File: config.mk
export PLATFORM = sky130hd
export DESIGN_NAME = sfp16_float_adder_unit
export DESIGN_NICKNAME = d
export VERILOG_FILES = /design/src/sv/sfa_pkg.sv /design/src/sv/sfp16_float_adder_unit.sv /design/src/sv/sfa_align.sv /design/src/sv/sfa_norm.sv /design/src/sv/sfa_round.sv
export SDC_FILE = /design/constraint.sdc
export NUM_CORES = 1
export LEC_CHECK = 0
export ABC_AREA = 1
export BUFFER_PORTS_ARGS = -buffer_cell sky130_fd_sc_hd__buf_2
export CAP_MARGIN = 0
export CORE_MARGIN = 3
export CORE_UTILIZATION = 57
export DETAILED_ROUTE_END_ITERATION = 12
export PLACE_DENSITY = 0.78
export SKIP_CTS_REPAIR_TIMING = 1
export SYNTH_ARGS = -nofsm -noshare
export SYNTH_HDL_FRONTEND = slang
export SYNTH_SLANG_ARGS = --single-unit
File: constraint.sdc
create_clock -name clk_i -period 5.4 [get_ports clk_i]
set_input_delay 0.81 -clock clk_i [delete_from_list [all_inputs] [get_ports clk_i]]
set_output_delay 0.81 -clock clk_i [all_outputs]
set_load 0.01 [all_outputs]
File: src/sv/sfa_pkg.sv
// Package for the sfp16 float adder: constants and stage payload types.
// No dependencies.
`timescale 1ns / 1ps
package sfa_pkg;
  localparam logic [15:0] SignBit = 16'h8000;
  localparam logic [6:0]  ExpTop  = 7'h7f;

  // stage 1 -> stage 2 payload
  typedef struct packed {
    logic        done;     // result already final
    logic [15:0] res;
    logic        sign;
    logic        sub;
    logic [6:0]  ex;
    logic [11:0] mx;
    logic [11:0] my;
  } s1_t;

  // stage 2 -> stage 3 payload
  typedef struct packed {
    logic        done;
    logic [15:0] res;
    logic        sign;
    logic [7:0]  e;        // biased exponent after normalize
    logic [12:0] mx;       // 13-bit normalized value with sticky
  } s2_t;
endpackage

File: src/sv/sfp16_float_adder_unit.sv
// Top level of the sfp16 float adder: three register stages, the last one driving the outputs.
// Depends on sfa_pkg, sfa_align, sfa_norm, sfa_round.
`timescale 1ns / 1ps
// Adds two 16-bit floats (sign, 7-bit exponent, 8-bit fraction, subnormals),
// rounding to nearest even. Fully pipelined: one request per cycle unless the
// output stalls. There are three register stages: align, add/normalize, round,
// each closed by a register. The result passes through all three before it
// shows on the outputs.
// The whole pipe advances when the output register is empty or being taken,
// so no request is lost under stalls; throughput is one request per cycle while it advances.
module sfp16_float_adder_unit (
  input  logic        clk_i,
  input  logic        rst_ni,
  input  logic        in_valid_i,
  output logic        in_ready_o,
  input  logic [15:0] operand_a_i,
  input  logic [15:0] operand_b_i,
  output logic        out_valid_o,
  input  logic        out_ready_i,
  output logic [15:0] sum_o
);
  sfa_pkg::s1_t s1_d, s1_q;
  sfa_pkg::s2_t s2_d, s2_q;
  logic [15:0]  r_d, r_q;
  logic         v1_q, v2_q, v3_q;
  logic         adv;

  // pipe moves when the last stage is free or being drained
  assign adv        = !v3_q || out_ready_i;
  assign in_ready_o = adv;

  sfa_align u_align (.a_i(operand_a_i), .b_i(operand_b_i), .s_o(s1_d));
  sfa_norm  u_norm  (.s_i(s1_q), .s_o(s2_d));
  sfa_round u_round (.s_i(s2_q), .res_o(r_d));

  always_ff @(posedge clk_i or negedge rst_ni) begin
    if (!rst_ni) begin
      v1_q <= 1'b0;
      v2_q <= 1'b0;
      v3_q <= 1'b0;
    end else if (adv) begin
      v1_q <= in_valid_i;
      v2_q <= v1_q;
      v3_q <= v2_q;
    end
  end

  always_ff @(posedge clk_i) begin
    if (adv) begin
      s1_q <= s1_d;
      s2_q <= s2_d;
      r_q  <= r_d;
    end
  end

  assign out_valid_o = v3_q;
  assign sum_o       = r_q;
endmodule

File: src/sv/sfa_align.sv
// Stage 1: order operands, handle specials, align smaller significand.
// Depends on sfa_pkg.
`timescale 1ns / 1ps
module sfa_align (
  input  logic [15:0]   a_i,
  input  logic [15:0]   b_i,
  output sfa_pkg::s1_t  s_o
);
  logic [15:0] x, y;
  logic [6:0]  ex, ey;
  logic [7:0]  d;
  logic [11:0] fy;
  logic [11:0] lostm;

  always_comb begin
    x = a_i; y = b_i;
    if (a_i[14:0] < b_i[14:0]) begin
      x = b_i; y = a_i;
    end
    ex = x[14:8]; ey = y[14:8];
    s_o = '0;
    s_o.sign = x[15];
    s_o.sub  = x[15] != y[15];
    s_o.ex   = ex;
    s_o.mx   = {(ex != 7'd0), x[7:0], 3'b000};
    fy       = {(ey != 7'd0), y[7:0], 3'b000};
    d = 8'd0;
    if (ex == sfa_pkg::ExpTop) begin
      s_o.done = 1'b1;
      if (x != y && ey == sfa_pkg::ExpTop) s_o.res = {x[15], 15'h7f01};
      else s_o.res = {x[15:8], 7'd0, (x[7:0] != 8'd0)};
    end else if (ex != 7'd0) begin
      d = {1'b0, ex} - {1'b0, ey};
      if (d > 8'd11) begin
        s_o.done = 1'b1;
        s_o.res  = x;
      end
      if (ey == 7'd0) d = d - 8'd1;
    end
    if (d > 8'd11) d = 8'd12;
    lostm = (12'd1 << d[3:0]) - 12'd1;
    s_o.my = (fy >> d[3:0]) | {11'd0, ((fy & lostm) != 12'd0)};
  end
endmodule

File: src/sv/sfa_norm.sv
// Stage 2: add or subtract, then normalize.
// Depends on sfa_pkg.
`timescale 1ns / 1ps
module sfa_norm (
  input  sfa_pkg::s1_t s_i,
  output sfa_pkg::s2_t s_o
);
  logic [12:0] m;
  logic [3:0]  lz;
  logic signed [8:0] e;
  logic [3:0]  sh;

  always_comb begin
    s_o = '0;
    s_o.done = s_i.done;
    s_o.res  = s_i.res;
    s_o.sign = s_i.sign;
    m = '0; lz = '0; sh = '0;
    e = $signed({2'b00, s_i.ex});
    if (!s_i.sub) m = {1'b0, s_i.mx} + {1'b0, s_i.my};
    else if (s_i.mx > s_i.my) m = {1'b0, s_i.mx - s_i.my};
    else if (!s_i.done) begin
      s_o.done = 1'b1;
      s_o.res  = {s_i.sign, 15'd0};
    end
    if (m[12]) begin
      m = {1'b0, m[12:2], m[1] | m[0]};
      e = e + 9'sd1;
    end else if (e != 9'sd0) begin
      lz = 4'd12;
      for (int i = 11; i >= 0; i--) begin
        if (m[i] && lz == 4'd12) lz = 4'(11 - i);
      end
      e = e - $signed({5'd0, lz});
      m = m << lz;
      if (e <= 9'sd0) begin
        sh = 4'(9'sd1 - e);
        m = m >> sh;
        e = 9'sd0;
      end
    end else if (m[11]) begin
      e = 9'sd1;
    end
    s_o.mx = m;
    s_o.e  = e[7:0];
  end
endmodule

File: src/sv/sfa_round.sv
// Stage 3: round to nearest even, pack result.
// Depends on sfa_pkg.
`timescale 1ns / 1ps
module sfa_round (
  input  sfa_pkg::s2_t s_i,
  output logic [15:0]  res_o
);
  logic [11:0] m;
  logic [7:0]  e;

  always_comb begin
    e = s_i.e;
    m = {1'b0, s_i.mx[11:1]} | {11'd0, s_i.mx[0]};
    if (m[1] && (m[2] || m[0])) m = m + 12'd2;
    if (m[11]) begin
      m = '0;
      e = e + 8'd1;
    end else if (e == 8'd0 && m[10]) begin
      e = 8'd1;
    end
    if (s_i.done) res_o = s_i.res;
    else if (e >= {1'b0, sfa_pkg::ExpTop}) res_o = {s_i.sign, 15'h7f00};
    else res_o = {s_i.sign, e[6:0], m[9:2]};
  end
endmodule

After elaboration in Yosys (flattened, before gate mapping)
Index checks and enable logic that the tools add are counted.
- reduce and logical (&&, ||, !) cells: 24
- eq/ne operators: 15
- add/sub/neg operators: 10
- mux-type cells: 64
- shifts and indexed selects: 4
- bitwise logic cells: 4
- magnitude comparators: 6
- operators by type and width (kind ; count):
    2-to-1 mux 4 bit ; 37
    2-to-1 mux 16 bit ; 5
    2-to-1 mux 17 bit ; 4
    2-to-1 mux 8 bit ; 8
    2-to-1 mux 12 bit ; 4
    == test 4 bit (second input constant) ; 11
    2-to-1 mux 15 bit ; 2
    nonzero test 7 bit ; 3
    > comparator 8 x 4 -> 1 bit (second input constant) ; 2
    inequality test 16 bit ; 1
    less-than comparator 15 bit ; 1
    == test 7 bit (second input constant) ; 2
    logical AND 1 bit ; 14
    adder 12 x 12 -> 13 bit ; 1
    2-to-1 mux 13 bit ; 1
    << shifter 13 x 4 -> 13 bit ; 1
    >> shifter 13 x 4 -> 12 bit ; 1
    adder 12 x 2 -> 12 bit (second input constant) ; 1
    AND 12 bit ; 1
    > comparator 12 bit ; 1
    OR 12 x 1 -> 12 bit ; 1
    nonzero test 12 bit ; 1
    << shifter 1 x 4 -> 12 bit (first input constant) ; 1
    >> shifter 12 x 4 -> 12 bit ; 1
    21 further kinds ; 22
- output and inout bits: 18
- bits of input ports: 36
- word-level logic and storage cells: 144
- register bits: 104

Depth between registers and ports, before layout
- word-level depth: 67
- gate-level depth with buffers: 37
- gate-level depth less buffers: 35

Cells and area by module
A second synthesis with hierarchy kept.
- cells, all modules: 1541
- area, all modules: 10552.6 sq um
- modules (own cells, without submodules) (module ; cells an instance ; seq. area each (sq um) ; area an instance (sq um) ; instances):
    sfa_norm ; 740 ; 0.0 ; 3768.6 ; 1
    sfp16_float_adder_unit ; 118 ; 3228.1 ; 3270.6 ; 1
    sfa_align ; 497 ; 0.0 ; 2611.3 ; 1
    sfa_round ; 186 ; 0.0 ; 902.1 ; 1

Worst setup path before layout
No wires, ideal clock.
- kind: flip-flop to flip-flop
- from: register s1_q[3] in the netlist's numbering
- to: register s2_q[0] in the netlist's numbering, data pin
- clock period less this slack: 5.082 ns
- setup time: 0.257 ns
- buffers on the path: 2
- stages on the path, launching flop included: 32
- path slack: 0.318 ns
- required time: 5.143 ns
- arrival: 4.824 ns
- cells stage by stage: edfxtp_1 -> ha_1 -> fa_1 -> nand3_1 -> nand2_1 -> nand3b_1 -> nand3_1 -> nand3_1 -> nand2_1 -> inv_1 -> nand2_1 -> nor2_2 -> nand3_2 -> nor2_1 -> nor2_4 -> nand2_4 -> buf_6 -> ha_1 -> inv_1 -> fa_1 -> inv_1 -> clkbuf_1 -> ha_1 -> xnor2_1 -> nor2_1 -> a21boi_1 -> nand2_1 -> nand2_1 -> nor2_1 -> nand2_1 -> a21oi_1 -> nor2_1
- RTL lines (element ; line ; RTL):
    start, declared ; sfp16_float_adder_unit.sv:22 ; sfa_pkg::s1_t s1_d, s1_q;
    start signal, assigned ; sfp16_float_adder_unit.sv:50 ; s1_q <= s1_d;
    end signal, assigned ; sfp16_float_adder_unit.sv:51 ; s2_q <= s2_d;
    end, declared ; sfp16_float_adder_unit.sv:23 ; sfa_pkg::s2_t s2_d, s2_q;

==> reports/qor.yml <==
cts-root-buf: "clkbuf_16"
synthAdderAreaFrac_pct: 6.77
drt_pre_antenna_iters: 6
numClockSinks: 104
portBuffers: 53
synth_seq_area_share_pct: 33.5
yosys.area_share.simple_pct: 35.7
drt_first_iter_violations: 808
initial_core_util_pct: 59.7
clockBufferDepth: 2
slew_headroom_pct: 51.8
tightest_slew_ps: 723
fmax_ghz: 0.193
avgSynthCellArea_um2: 7.13
ir_drop_mv: 0.509
io_pins: 54
die_h_um: 134
h-tree-depth: 3
grt_pass1_wl_um: 39400
hpwl_um: 19400
endpoint_kind: "register"
synth_top_family_by_area: "simple AND/OR/NAND/NOR gates"
antenna_found_initial: 0
clkTransAtPathRegs_ps: 80
gp_congestion: 0.988
final_cells: 1596
syn-cell-area_um2: 9270
critical_path.most_common_cell: "nand2_1"
setup_violations: 0
yosys.area_share.xor_xnor_pct: 3.02
area_growth_pct: 12.8
die_x_um: 134
cpMaxStageDelayCell: "edfxtp_1"
grt_pass1_vias: 8303
core_area_um2: 15500
die_area_um2: 17800
status: "finished, final reports clean"
multi_input_area_um2: 5400
antenna_cells: 0
wl_per_cell_um: 15.4
worstPathMaxFanout: 5
dp.cells: 1567
cts_tree: "done"
ys_types: 60
p_leak_nw: 5.06
grt_max_degree: 60
synth_warnings: 0
synth_compound_area_share_pct: 10.6
period_share_pct: 96.0
grt-ovfl-total: 0
hold_path_class: "primary input to async pin"
yosysTopAreaCellShare_pct: 32.7
slowest_delay_ps: 400
muxShareOfSynthArea_pct: 0.243
drv_slew: 0
nets: 1465
power_density_nw_per_um2: 551
groute.usage.overall_pct: 27.2
ys_seq_elements: 104
arrival_ps: 5270
synth_fp_nets: 1386
postRouteAntennaNets: 0
drive_above_1_share_pct: 15.9
timing.final.hold_violations: 0
clock_latency_ps: 350
start_kind: "register"
mostFrequentLayoutCell: "nand2_1"
drt_drc_violations_left: 0
drv_cap: 0
fill_cells: 1326
vias: 8930
crit_type: "register to register"
via_per_inst: 5.60
period_needed_ps: 5180
yosysTopAreaCell: "edfxtp_1"
clock_skew_ps: 13.3
cp.required_ps: 5480
layout_common_cells: "nand2_1, inv_1, nand3_1, edfxtp_1, nor2_1"
ys_top_cells_by_area: "edfxtp_1, nand2_1, nand3_1"
seq_area_um2: 3110
synth_cells: 1301
num_rows: 45
numCtsBuffers: 9
wl_um: 24600
holdWs_ps: 238
## stage by stage
stage | utilization [%] | setup TNS, ps | setup slack (ps) | area [µm²] | power (mW)
floorplan | - | 0 | 318 | 9270 | 3.85
global placement | 63.6 | 0 | 17.9 | 9880 | 4.93
detailed placement | 63.6 | 0 | 26.9 | 9880 | 4.91
CTS | 65.6 | -27.4 | -27.4 | 10200 | 5.56
global route | 67.3 | -153 | -51.6 | 10500 | 6.24
finish | 67.3 | 0 | 216 | 10500 | 5.76
## routing by layer
layer  up-vias  part of all wire [%]  global-route usage (%)
met5         -                     0                       0
met3        73                   5.2                    3.25
li1       4480                     -                       -
met2       347                    49                    46.9
met1      4030                    42                    34.3
met4         0                   3.9                    12.2
## final timing paths
path,startpoint,end,slack [ps],depth (start not counted)
worst max-delay path,s1_q[4]$_SDFFCE_PP0P_,s2_q[8]$_DFFE_PP_,220,32
worst min-delay path,rst_ni,v2_q$_DFFE_PN0P_,240,1
worst max register to register,s1_q[4]$_SDFFCE_PP0P_,s2_q[8]$_DFFE_PP_,220,32
worst min register to register,v2_q$_DFFE_PN0P_,out_valid_o$_DFFE_PN0P_,460,2
max in group asynchronous,rst_ni,v1_q$_DFFE_PN0P_,5050,1
min in group clk_i,v2_q$_DFFE_PN0P_,out_valid_o$_DFFE_PN0P_,460,2
## worst max-delay path: cells and delay by family (launching register included)
family,cells,cell delay (ps)
compound gates,4,510
simple gates,18,2240
fa+ha+maj,3,910
buf+inv,6,640
flops,1,400
xor+xnor,1,220
## synthesized netlist by cell type, drive strengths merged
| cell | count |
|---|---|
| a2111oi | 1 |
| a21boi | 1 |
| a21o | 1 |
| a21oi | 39 |
| a221oi | 2 |
| a31oi | 10 |
| a32o | 1 |
| and2 | 1 |
| buf | 14 |
| clkbuf | 18 |
| clkinv | 1 |
| dfrtp | 3 |
| edfxtp | 101 |
| fa | 2 |
| ha | 47 |
| inv | 200 |
| mux2 | 2 |
| nand2 | 385 |
| nand3 | 157 |
| nand3b | 6 |
| nand4 | 36 |
| nor2 | 112 |
| nor3 | 9 |
| nor3b | 1 |
| nor4 | 8 |
| nor4b | 1 |
| o2111ai | 1 |
| o211ai | 7 |
| o21a | 6 |
| o21ai | 76 |
| o21bai | 3 |
| o22ai | 9 |
| o311ai | 1 |
| o31ai | 3 |
| or2 | 3 |
| or3 | 1 |
| xnor2 | 11 |
| xor2 | 21 |
## sequential cells by signal (all words and copies together), names as in the netlist
signal	cells
sum_o	16
v1_q	1
out_valid_o	1
s1_q	47
v2_q	1
s2_q	38
## where the power goes
part	total [mW]	leakage, nW	internal, mW	switching, mW
sequential	1.37	1.06	1.22	0.148
clock	0.642	0.146	0.330	0.312
combinational	3.75	3.86	1.33	2.42
## cell families (layout without fill, tap and decap cells)
kind of cell / count (synthesis) / after routing
AO/OA/AOI/OAI: 161 / 161
AND/OR/NAND/NOR: 720 / 720
XOR/XNOR: 32 / 32
flip-flops: 104 / 104
multiplexers: 2 / 2
buffers and inverters: 233 / 317
adder cells (fa/ha/maj): 49 / 49
## final cells by class
type | count | area share [%]
repair buffers | 100 | 5.91
clock inverters | 7 | 0.813
well taps | 211 | 2.52
multi-input cells | 964 | 51.6
clock buffers | 9 | 2.15
flip-flops and latches | 104 | 29.7
inverters | 201 | 7.26
No activity file was read; power rests on OpenSTA's default activity.
